File: src/sv/btc_pkg.sv
`default_nettype none
// ----------------------------------------------------------------------------
// btc_pkg
// Shared types and constants for the block transposition cipher.
// ----------------------------------------------------------------------------
package btc_pkg;

    // Key holds eight source positions of three bits each.
    localparam int KEY_ENTRIES   = 8;
    localparam int KEY_POS_W     = 3;
    localparam int KEY_W         = KEY_ENTRIES * KEY_POS_W;

    // Default maximum block length.
    localparam int MAX_BLOCK_DEF = 8;

    // Field widths.
    localparam int BYTE_W        = 8;
    localparam int LEN_CFG_W     = 4;
    localparam int CMP_W         = 4;

    // Configuration port.
    localparam int PADDR_W       = 3;
    localparam int PDATA_W       = 32;

    // Pad byte, ASCII 'X'.
    localparam logic [BYTE_W-1:0]    PAD_BYTE      = 8'h58;

    // Reset values of the configuration registers.
    localparam logic [LEN_CFG_W-1:0] BLOCK_LEN_RST = 4'd1;
    localparam logic [KEY_W-1:0]     PERM_KEY_RST  = 24'hFAC688;

    // Register indexes, taken from paddr bit 2.
    typedef enum logic [0:0] {
        REG_BLOCK_LEN = 1'b0,
        REG_PERM_KEY  = 1'b1
    } reg_idx_t;

    // Block sequencer states.
    typedef enum logic [1:0] {
        ST_IDLE,
        ST_READ,
        ST_OUT
    } btc_state_t;

endpackage : btc_pkg
`default_nettype wire

File: src/sv/btc_ifs.sv
`default_nettype none
// ----------------------------------------------------------------------------
// btc_ifs
// Valid/ready stream interfaces for message bytes in and cipher bytes out.
// ----------------------------------------------------------------------------
interface btc_in_if;
    logic       valid;
    logic       ready;
    logic [7:0] msg_byte;
    logic       msg_last;

    modport source (output valid, output msg_byte, output msg_last, input ready);
    modport sink   (input valid, input msg_byte, input msg_last, output ready);
endinterface : btc_in_if

interface btc_out_if;
    logic       valid;
    logic       ready;
    logic [7:0] out_byte;
    logic       block_end;
    logic       msg_end;

    modport source (output valid, output out_byte, output block_end, output msg_end,
                    input ready);
    modport sink   (input valid, input out_byte, input block_end, input msg_end,
                    output ready);
endinterface : btc_out_if
`default_nettype wire

File: src/sv/btc_store.sv
`default_nettype none
// ----------------------------------------------------------------------------
// btc_store
// Block buffer: one write port and one read port with registered read data.
// ----------------------------------------------------------------------------
module btc_store #(
    parameter int DEPTH = btc_pkg::MAX_BLOCK_DEF,
    parameter int IDX_W = 3
) (
    input  wire logic                      clk,
    input  wire logic                      we,
    input  wire logic [IDX_W-1:0]          waddr,
    input  wire logic [btc_pkg::BYTE_W-1:0] wdata,
    input  wire logic                      re,
    input  wire logic [IDX_W-1:0]          raddr,
    output logic      [btc_pkg::BYTE_W-1:0] rdata
);
    import btc_pkg::*;

    logic [BYTE_W-1:0] mem [DEPTH];
    logic [BYTE_W-1:0] rdata_reg;

    // Write port.
    always_ff @(posedge clk)
    begin
        if (we)
        begin
            mem[waddr] <= wdata;
        end
    end

    // Read port with registered read data.
    always_ff @(posedge clk)
    begin
        if (re)
        begin
            rdata_reg <= mem[raddr];
        end
    end

    assign rdata = rdata_reg;

endmodule : btc_store
`default_nettype wire

File: src/sv/block_transposition_cipher.sv
`default_nettype none
// ----------------------------------------------------------------------------
// block_transposition_cipher
// Collects message bytes into a block and emits the block in key order.
// ----------------------------------------------------------------------------
// A byte that does not complete a block is taken while idle. The byte that
// completes a block (or carries msg_last) starts the emit sequence: each
// output byte is read from the block buffer and then loaded into the output
// register once the previous byte is taken; the input stays closed until
// the last byte is loaded. Output position i takes buffered byte key[i]; a
// key entry at or beyond the block length, or naming a position not filled
// in a final partial block, yields the pad byte 'X'. block_len is clamped to
// 1..min(MAX_BLOCK, 8). Configuration is written over the APB port at byte
// address 0 (block_len) and 4 (perm_key) and is sampled when a block is
// emitted.
// ----------------------------------------------------------------------------
module block_transposition_cipher #(
    parameter int MAX_BLOCK = btc_pkg::MAX_BLOCK_DEF
) (
    input  wire logic                        clk,
    input  wire logic                        rst_n,
    btc_in_if.sink                           in_ch,
    btc_out_if.source                        out_ch,
    input  wire logic                        psel,
    input  wire logic                        penable,
    input  wire logic                        pwrite,
    input  wire logic [btc_pkg::PADDR_W-1:0] paddr,
    input  wire logic [btc_pkg::PDATA_W-1:0] pwdata,
    output logic      [btc_pkg::PDATA_W-1:0] prdata,
    output logic                             pready
);
    import btc_pkg::*;

    localparam int DEPTH = (MAX_BLOCK < KEY_ENTRIES) ? MAX_BLOCK : KEY_ENTRIES;
    localparam int IDX_W = (DEPTH > 1) ? $clog2(DEPTH) : 1;
    localparam int CNT_W = $clog2(DEPTH + 1);

    // Configuration registers.
    logic [LEN_CFG_W-1:0] block_len_reg;
    logic [KEY_W-1:0]     perm_key_reg;

    // Sequencer state.
    btc_state_t           state_reg, state_next;
    logic [IDX_W-1:0]     fill_reg, fill_next;
    logic [CNT_W-1:0]     held_reg, held_next;
    logic [CNT_W-1:0]     len_reg, len_next;
    logic                 last_reg, last_next;
    logic [IDX_W-1:0]     pos_reg, pos_next;
    logic                 pad_reg, pad_next;

    // Output register.
    logic                 out_valid_reg, out_valid_next;
    logic [BYTE_W-1:0]    out_byte_reg, out_byte_next;
    logic                 blk_end_reg, blk_end_next;
    logic                 msg_end_reg, msg_end_next;

    // Datapath signals.
    logic                 cfg_wr;
    logic [CNT_W-1:0]     eff_len;
    logic [CNT_W-1:0]     held_now;
    logic                 accept;
    logic                 in_ready;
    logic [KEY_POS_W-1:0] src;
    logic                 pad_now;
    logic                 pos_last;
    logic                 mem_re;
    logic [BYTE_W-1:0]    mem_rdata;

    // Configuration write and readback.
    assign pready = 1'b1;
    assign cfg_wr = psel && penable && pwrite;

    always_ff @(posedge clk or negedge rst_n)
    begin
        if (!rst_n)
        begin
            block_len_reg <= BLOCK_LEN_RST;
            perm_key_reg  <= PERM_KEY_RST;
        end
        else if (cfg_wr)
        begin
            unique case (reg_idx_t'(paddr[2]))
                REG_BLOCK_LEN: block_len_reg <= pwdata[LEN_CFG_W-1:0];
                REG_PERM_KEY:  perm_key_reg  <= pwdata[KEY_W-1:0];
                default:       ;
            endcase
        end
    end

    always_comb
    begin
        unique case (reg_idx_t'(paddr[2]))
            REG_BLOCK_LEN: prdata = {{(PDATA_W-LEN_CFG_W){1'b0}}, block_len_reg};
            REG_PERM_KEY:  prdata = {{(PDATA_W-KEY_W){1'b0}}, perm_key_reg};
            default:       prdata = '0;
        endcase
    end

    // Effective block length, clamped to 1..DEPTH.
    always_comb
    begin
        if (block_len_reg == '0)
        begin
            eff_len = CNT_W'(1);
        end
        else if (block_len_reg > LEN_CFG_W'(DEPTH))
        begin
            eff_len = CNT_W'(DEPTH);
        end
        else
        begin
            eff_len = CNT_W'(block_len_reg);
        end
    end

    // Input handshake and fill level.
    assign in_ready    = (state_reg == ST_IDLE);
    assign in_ch.ready = in_ready;
    assign accept      = in_ch.valid && in_ready;
    assign held_now    = CNT_W'(fill_reg) + CNT_W'(1);

    // Key lookup for the current output position.
    assign src      = perm_key_reg[KEY_POS_W*pos_reg +: KEY_POS_W];
    assign pad_now  = (CMP_W'(src) >= CMP_W'(len_reg)) || (CMP_W'(src) >= CMP_W'(held_reg));
    assign pos_last = ((CNT_W'(pos_reg) + CNT_W'(1)) == len_reg);
    assign mem_re   = (state_reg == ST_READ);

    // Block buffer.
    btc_store #(
        .DEPTH (DEPTH),
        .IDX_W (IDX_W)
    ) u_store (
        .clk   (clk),
        .we    (accept),
        .waddr (fill_reg),
        .wdata (in_ch.msg_byte),
        .re    (mem_re),
        .raddr (src[IDX_W-1:0]),
        .rdata (mem_rdata)
    );

    // Sequencer: next state and datapath updates.
    always_comb
    begin
        state_next     = state_reg;
        fill_next      = fill_reg;
        held_next      = held_reg;
        len_next       = len_reg;
        last_next      = last_reg;
        pos_next       = pos_reg;
        pad_next       = pad_reg;
        out_valid_next = out_valid_reg && !out_ch.ready;
        out_byte_next  = out_byte_reg;
        blk_end_next   = blk_end_reg;
        msg_end_next   = msg_end_reg;

        unique case (state_reg)
            ST_IDLE:
            begin
                if (accept)
                begin
                    if ((held_now >= eff_len) || in_ch.msg_last)
                    begin
                        held_next  = held_now;
                        len_next   = eff_len;
                        last_next  = in_ch.msg_last;
                        pos_next   = '0;
                        fill_next  = '0;
                        state_next = ST_READ;
                    end
                    else
                    begin
                        fill_next = held_now[IDX_W-1:0];
                    end
                end
            end
            ST_READ:
            begin
                pad_next   = pad_now;
                state_next = ST_OUT;
            end
            ST_OUT:
            begin
                if (!out_valid_reg || out_ch.ready)
                begin
                    out_valid_next = 1'b1;
                    out_byte_next  = pad_reg ? PAD_BYTE : mem_rdata;
                    blk_end_next   = pos_last;
                    msg_end_next   = pos_last && last_reg;
                    if (pos_last)
                    begin
                        state_next = ST_IDLE;
                    end
                    else
                    begin
                        pos_next   = pos_reg + IDX_W'(1);
                        state_next = ST_READ;
                    end
                end
            end
            default:
            begin
                state_next = ST_IDLE;
            end
        endcase
    end

    // Control registers.
    always_ff @(posedge clk or negedge rst_n)
    begin
        if (!rst_n)
        begin
            state_reg     <= ST_IDLE;
            fill_reg      <= '0;
            out_valid_reg <= 1'b0;
        end
        else
        begin
            state_reg     <= state_next;
            fill_reg      <= fill_next;
            out_valid_reg <= out_valid_next;
        end
    end

    // Payload registers.
    always_ff @(posedge clk)
    begin
        held_reg     <= held_next;
        len_reg      <= len_next;
        last_reg     <= last_next;
        pos_reg      <= pos_next;
        pad_reg      <= pad_next;
        out_byte_reg <= out_byte_next;
        blk_end_reg  <= blk_end_next;
        msg_end_reg  <= msg_end_next;
    end

    // Output beat.
    assign out_ch.valid     = out_valid_reg;
    assign out_ch.out_byte  = out_byte_reg;
    assign out_ch.block_end = blk_end_reg;
    assign out_ch.msg_end   = msg_end_reg;

endmodule : block_transposition_cipher
`default_nettype wire

File: src/flat_wrapper.sv
// flat-port wrapper written by rule: the top's interface ports become plain ports
module block_transposition_cipher_flat import btc_pkg::*;
#(
    parameter int MAX_BLOCK = btc_pkg::MAX_BLOCK_DEF
)
  (clk, rst_n, psel, penable, pwrite, paddr, pwdata, prdata, pready, in_ch_valid, in_ch_msg_byte, in_ch_msg_last, in_ch_ready, out_ch_valid, out_ch_out_byte, out_ch_block_end, out_ch_msg_end, out_ch_ready);
  btc_in_if in_ch_i ();
  btc_out_if out_ch_i ();
  input  wire logic clk;
  input  wire logic rst_n;
  input  wire logic psel;
  input  wire logic penable;
  input  wire logic pwrite;
  input  wire logic [btc_pkg::PADDR_W-1:0] paddr;
  input  wire logic [btc_pkg::PDATA_W-1:0] pwdata;
  output logic      [btc_pkg::PDATA_W-1:0] prdata;
  output logic pready;
  input wire logic [$bits(in_ch_i.valid)-1:0] in_ch_valid;
  input wire logic [$bits(in_ch_i.msg_byte)-1:0] in_ch_msg_byte;
  input wire logic [$bits(in_ch_i.msg_last)-1:0] in_ch_msg_last;
  output wire logic [$bits(in_ch_i.ready)-1:0] in_ch_ready;
  output wire logic [$bits(out_ch_i.valid)-1:0] out_ch_valid;
  output wire logic [$bits(out_ch_i.out_byte)-1:0] out_ch_out_byte;
  output wire logic [$bits(out_ch_i.block_end)-1:0] out_ch_block_end;
  output wire logic [$bits(out_ch_i.msg_end)-1:0] out_ch_msg_end;
  input wire logic [$bits(out_ch_i.ready)-1:0] out_ch_ready;
  assign in_ch_i.valid = in_ch_valid;
  assign in_ch_i.msg_byte = in_ch_msg_byte;
  assign in_ch_i.msg_last = in_ch_msg_last;
  assign in_ch_ready = in_ch_i.ready;
  assign out_ch_valid = out_ch_i.valid;
  assign out_ch_out_byte = out_ch_i.out_byte;
  assign out_ch_block_end = out_ch_i.block_end;
  assign out_ch_msg_end = out_ch_i.msg_end;
  assign out_ch_i.ready = out_ch_ready;
  block_transposition_cipher #(.MAX_BLOCK(MAX_BLOCK)) u_core (.clk(clk), .rst_n(rst_n), .in_ch(in_ch_i), .out_ch(out_ch_i), .psel(psel), .penable(penable), .pwrite(pwrite), .paddr(paddr), .pwdata(pwdata), .prdata(prdata), .pready(pready));
endmodule
File: config.mk
export PLATFORM = sky130hd
export DESIGN_NAME = block_transposition_cipher_flat
export DESIGN_NICKNAME = d
export VERILOG_FILES = /design/src/sv/btc_pkg.sv /design/src/sv/btc_ifs.sv /design/src/sv/btc_store.sv /design/src/sv/block_transposition_cipher.sv /design/src/flat_wrapper.sv
export SDC_FILE = /design/constraint.sdc
export NUM_CORES = 1
export LEC_CHECK = 0
export ABC_AREA = 1
export BUFFER_PORTS_ARGS = -buffer_cell sky130_fd_sc_hd__buf_2
export CAP_MARGIN = 20
export CORE_UTILIZATION = 61
export DETAILED_ROUTE_END_ITERATION = 7
export PLACE_DENSITY = 0.82
export SYNTH_ARGS = -nofsm -noshare
export SYNTH_HDL_FRONTEND = slang
export SYNTH_SLANG_ARGS = --single-unit
File: constraint.sdc
create_clock -name clk -period 4.1 [get_ports clk]
set_input_delay 0.41 -clock clk [delete_from_list [all_inputs] [get_ports clk]]
set_output_delay 0.41 -clock clk [all_outputs]
set_load 0.03 [all_outputs]
After elaboration in Yosys (flattened, before gate mapping) --
Memories as Yosys holds them, arrays and structs flattened. A register that Yosys moved wholly into a read port is not among the register bits. Cells that the tools add are included.
Storage, ports and cells: register bits 57, bits in writable memories 64, word-level logic and storage cells 69, input port bits 51, output and inout port bits 45, memories 1
Memories:
- u_core.u_store.mem | words 8, bits a word 8, rd ports 1, clocked after memory_dff 1, wr ports 1, line btc_store.sv:20 | logic [BYTE_W-1:0] mem [DEPTH];
Cells by class: equality and inequality tests 7, reductions and logical operators 20, shift operators 1, multiply operators 1, add/subtract/negate cells 3, magnitude comparators 4, multiplexer cells 18, bitwise gates (word level) 1
Operators by type and width (count):
- $pmux W32 S2 | 1
- $shiftx A24 B6 Y3 | 1
- $mux W3 | 5
- $add A3 B1 Y4 const B | 2
- $ge A3 B4 Y1 | 2
- $mux W4 | 2
- $reduce_and A2 Y1 | 4
- $mux W2 | 3
- $pmux W2 S3 | 1
- $pmux W3 S2 | 1
- $reduce_and A3 Y1 | 2
- $logic_and A1 B1 Y1 | 5
- $mul A2 B3 Y5 const A | 1
- $mux W1 | 5
- $reduce_and A5 Y1 | 1
- $eq A4 B4 Y1 | 1
- $ge A4 B4 Y1 | 1
- $gt A4 B4 Y1 const B | 1
- $logic_not A4 Y1 | 1
- $ne A2 B1 Y1 const B | 2
- $ne A2 B2 Y1 const B | 2
- $add A3 B1 Y3 const B | 1
- $logic_or A1 B1 Y1 | 3
- $eq A2 B1 Y1 const B | 1
- 5 further kinds | 6

Depth between registers and ports, before layout --
depth after elaboration 8, depth in mapped cells 14, mapped depth without buffers 13

Cells and area by module --
A second synthesis with hierarchy kept.
Unflattened totals: cell total of the unflattened synthesis 695, area, all modules 6299.8 µm²
Modules (own cells, without submodules):
- block_transposition_cipher | sequential area each 1557.7 µm², instances 1, area an instance 3169.3 µm², cells an instance 392
- btc_store | sequential area each 2162.1 µm², instances 1, area an instance 3130.5 µm², cells an instance 303

Least setup slack after synthesis --
OpenSTA, ideal clock, no wires.
path type reg-to-reg, from register u_core.pos_reg[0], to register u_core.pad_reg, data pin, setup time 260 ps, arrival time 1861 ps, clock period less this slack 2121 ps, required time 3840 ps, cell stages (with the launch flop) 15, path slack 1979 ps, buffers on the path 3, cell sequence edfxtp_1 -> buf_6 -> inv_2 -> buf_6 -> nand2_1 -> nand3_1 -> nand3_2 -> nand2_4 -> inv_4 -> buf_6 -> ha_1 -> a21boi_0 -> o21a_1 -> nor2_1 -> o22ai_1
Between the ends: word-level cells in the longest chain between the ends 4, elaborated cells on any way between the ends 5, those cells by class mul: 1; order compare: 2; shift: 1; reduce/logical: 1
RTL lines:
- start: declaration | line block_transposition_cipher.sv:48 | logic [IDX_W-1:0] pos_reg, pos_next;
- start signal: assignment | line block_transposition_cipher.sv:231 | pos_reg <= pos_next;
- $mul A2 B3 Y5 * | line block_transposition_cipher.sv:123 | assign src = perm_key_reg[KEY_POS_W*pos_reg +: KEY_POS_W];
- $shiftx A24 B6 Y3 * | line block_transposition_cipher.sv:123
- $ge A3 B4 Y1 | line block_transposition_cipher.sv:124 | assign pad_now = (CMP_W'(src) >= CMP_W'(len_reg)) || (CMP_W'(src) >= CMP_W'(held_reg));
- $logic_or A1 B1 Y1 * | line block_transposition_cipher.sv:124
- via u_core.pad_now | line block_transposition_cipher.sv:64 | logic pad_now;
- end signal: assignment | line block_transposition_cipher.sv:232 | pad_reg <= pad_next;
- end: declaration | line block_transposition_cipher.sv:49 | logic pad_reg, pad_next;
The timed path passes the listed nets; every way through them passes the cells marked *. A chain may end at the register's enable or synchronous reset.

Worst setup path after layout --
Same ends and word-level chain as after synthesis.

==> impl_metrics.py <==
metrics = {
    "pwr": {
        "switching_power_w": 0.00214,
        "swShare_pct": 40.1,
        "p_comb_share_pct": 38.1,
        "vdd_ir_drop_max_mv": 0.369,
        "p_int_w": 0.00320,
        "p_clk_share_pct": 25.8,
        "powerDensity_mw_per_mm2": 747,
        "pwr-share-seq_pct": 36.1,
        "leakagePower_nw": 3.40,
    },
    "clock_tree": {
        "post_cts_resized": 0,
        "postCtsSetupBuffers": 0,
        "clk_pin_slew_worst_paths_ns": 0.06,
        "clk_path_buf_depth": 2,
        "postCtsHoldBufs": 1,
        "clock_latency_ns": 0.52,
        "cts_root_buffer": "clkbuf_8",
        "cts_tree": "done",
        "cts_buffers": 17,
        "htree_levels": 4,
        "cts_sinks": 129,
    },
    "detailed_routing": {
        "vias_per_cell": 5.20,
        "wl_per_cell_um": 14.9,
        "postRouteAntennaNets": 0,
        "drt_iter0_markers": 191,
        "drcViolationCount": 0,
        "wirelength_mm": 12.6,
        "firstDrtPassIters": 8,
        "dr_total_vias": 4402,
    },
    "grt": {
        "grt_pass1_vias": 4252,
        "grt_pass1_wl_mm": 20.1,
        "track_usage_pct": 25.9,
        "grt_overflow": 0,
        "antenna_found_initial": 0,
        "grt_max_degree": 35,
    },
    "worst_setup_path": {
        "cp_top_family": "flip-flops",
        "crit_path_start_kind": "register",
        "critPathMaxStageDelay_ns": 0.75,
        "rrSetupSlack_ns": 1.08,
        "path_class": "register to register",
        "critical_path_peak_fanout": 34,
        "worstPathArrival_ns": 3.28,
        "path_cells": "inv_2, nand2_1, nand3_1, nand3_2, buf_4, nand2_4, ha_1, inv_1, a21boi_0, o21a_1, nor2_1, o22ai_1",
        "required_ns": 4.36,
        "end_kind": "register",
        "crit_path_top_delay_cell": "edfxtp_1",
        "cp.buffers_inverters": 3,
    },
    "outcome": {
        "status": "completed",
    },
    "worst_hold_path": {
        "hold_path_class": "primary input to register",
    },
    "synth": {
        "seq_area_frac_synth_pct": 60.1,
        "yosysUniqueCellTypes": 33,
        "synth_seq_cells": 129,
        "synth_area_mm2": 0.00619,
        "syn_avg_cell_area_um2": 9.88,
        "synth_cells": 626,
        "yosysWarnings": 0,
    },
    "timing": {
        "post-route-period-util_pct": 73.8,
        "tightest_slew_ns": 0.916,
        "rsz0062_at_grt": "false",
        "final_max_slew_viol_count": 0,
        "setup_violations": 0,
        "whs_ns": 0.0960,
        "fin_tns_setup_ns": 0,
        "period_minus_slack_ns": 3.02,
        "fmax_mhz": 331,
        "fin_skew_ns": 0.00989,
        "finalHoldViolCount": 0,
        "relSlewSlack_pct": 38.7,
    },
    "place": {
        "place_congestion": 0.870,
        "dp_hpwl_mm": 8.39,
        "port_buffers": 76,
    },
    "final_layout": {
        "layout-drive-gt1-share_pct": 20.5,
        "largest_reg_flops": 64,
        "antennaDiodeCount": 0,
        "nNetsFinal": 763,
        "area_delta_synth_final_pct": 15.4,
    },
    "floorplanning": {
        "core_area_mm2": 0.00982,
        "io_pins": 96,
        "num_rows": 36,
        "die_w_um": 103,
        "start_util_pct": 63.0,
        "die_h_um": 103,
        "die-area_mm2": 0.0105,
    },
    "job": {
        "drv_cap": 0,
    },
}
[synth_stat cells (all sizes together)]
master	number	area, µm²
nand3	58	328
clkbuf	7	26.3
nand3b	24	180
a21boi	3	22.5
ha	12	150
xor2	2	17.5
mux2	7	78.8
dfstp	13	342
dfrtp	21	526
o21a	2	15.0
a21oi	14	70.1
edfxtp	95	2850
nor3b	2	20.0
xnor2	1	8.76
nand2	143	552
or2	5	31.3
nor2	47	176
o22ai	3	18.8
o21ai	23	126
buf	25	193
and3	1	6.26
inv	116	438
conb	2	7.51
[placed cells by master (no fill, tap or decap), types with 9 or more instances in the layout]
cell,instances
a21oi_1,14
buf_2,76
clkbuf_16,16
conb_1,9
dfrtp_1,21
dfstp_2,13
edfxtp_1,95
ha_1,12
inv_1,113
nand2_1,141
nand3_1,52
nand3b_1,24
nor2_1,47
o21ai_0,21
[final cells by class]
class | instances | area, µm²
clock buffers | 18 | 418
clock inverters | 14 | 130
fillers | 655 | 2680
inverters | 116 | 438
multi-input cells | 356 | 1840
flip-flops and latches | 129 | 3720
well taps | 133 | 166
repair buffers | 80 | 433
[per-stage QoR]
step | util [%] | cells | area (µm²) | setup WS [ns] | total power (W)
after detailed placement | 67.0 | 813 | 6580 | 1.17 | 0.00393
final | 72.7 | 846 | 7140 | 1.08 | 0.00534
after floorplan | - | 633 | 6210 | 1.98 | 0.00349
after CTS | 72.7 | 846 | 7140 | 1.13 | 0.00533
after global routing | 72.7 | 846 | 7140 | 0.815 | 0.00569
after global placement | 66.8 | 812 | 6560 | 1.25 | 0.00382
[power groups by stage]
| stage | Sequential [W] | Clock [W] | Combinational, W |
|---|---|---|---|
| final | 0.00193 | 0.00138 | 0.00203 |
| after global routing | 0.00196 | 0.00144 | 0.00230 |
| after CTS | 0.00193 | 0.00139 | 0.00202 |
| after detailed placement | 0.00195 | 0 | 0.00198 |
| after global placement | 0.00193 | 0 | 0.00189 |
| after floorplan | 0.00194 | 0 | 0.00155 |
[final timing paths]
| path | start | endpoint | cells past startpoint |
|---|---|---|---|
| setup / recovery | u_core.pos_reg[0] | u_core.pad_reg | 12 |
| hold / removal | in_ch_msg_last | u_core.last_reg | 1 |
| setup reg to reg | u_core.pos_reg[0] | u_core.pad_reg | 12 |
| hold reg to reg | u_core.perm_key_reg[19] | u_core.perm_key_reg[19] | 2 |
| max in group asynchronous | rst_n | u_core.out_ch.valid | 2 |
| min in group asynchronous | rst_n | u_core.perm_key_reg[5] | 2 |
[logic make-up after synthesis]
family          synth area share (%)
flops                           60.1
buf+inv                         10.6
compound gates                  4.09
fa+ha+maj                       2.43
simple gates                    20.9
other cells                    0.121
mux                             1.27
xor+xnor                       0.425
[layer usage]
| metal | up-vias | GRT usage, % | wire length, µm |
|---|---|---|---|
| li1 | 2145 | - | - |
| met1 | 2044 | 31.2 | 5210 |
| met2 | 190 | 44.7 | 6230 |
| met3 | 23 | 6.24 | 891 |
| met4 | 0 | 11.1 | 263 |
| met5 | - | 0 | 0 |
No activity file was read; power rests on OpenSTA's default activity.
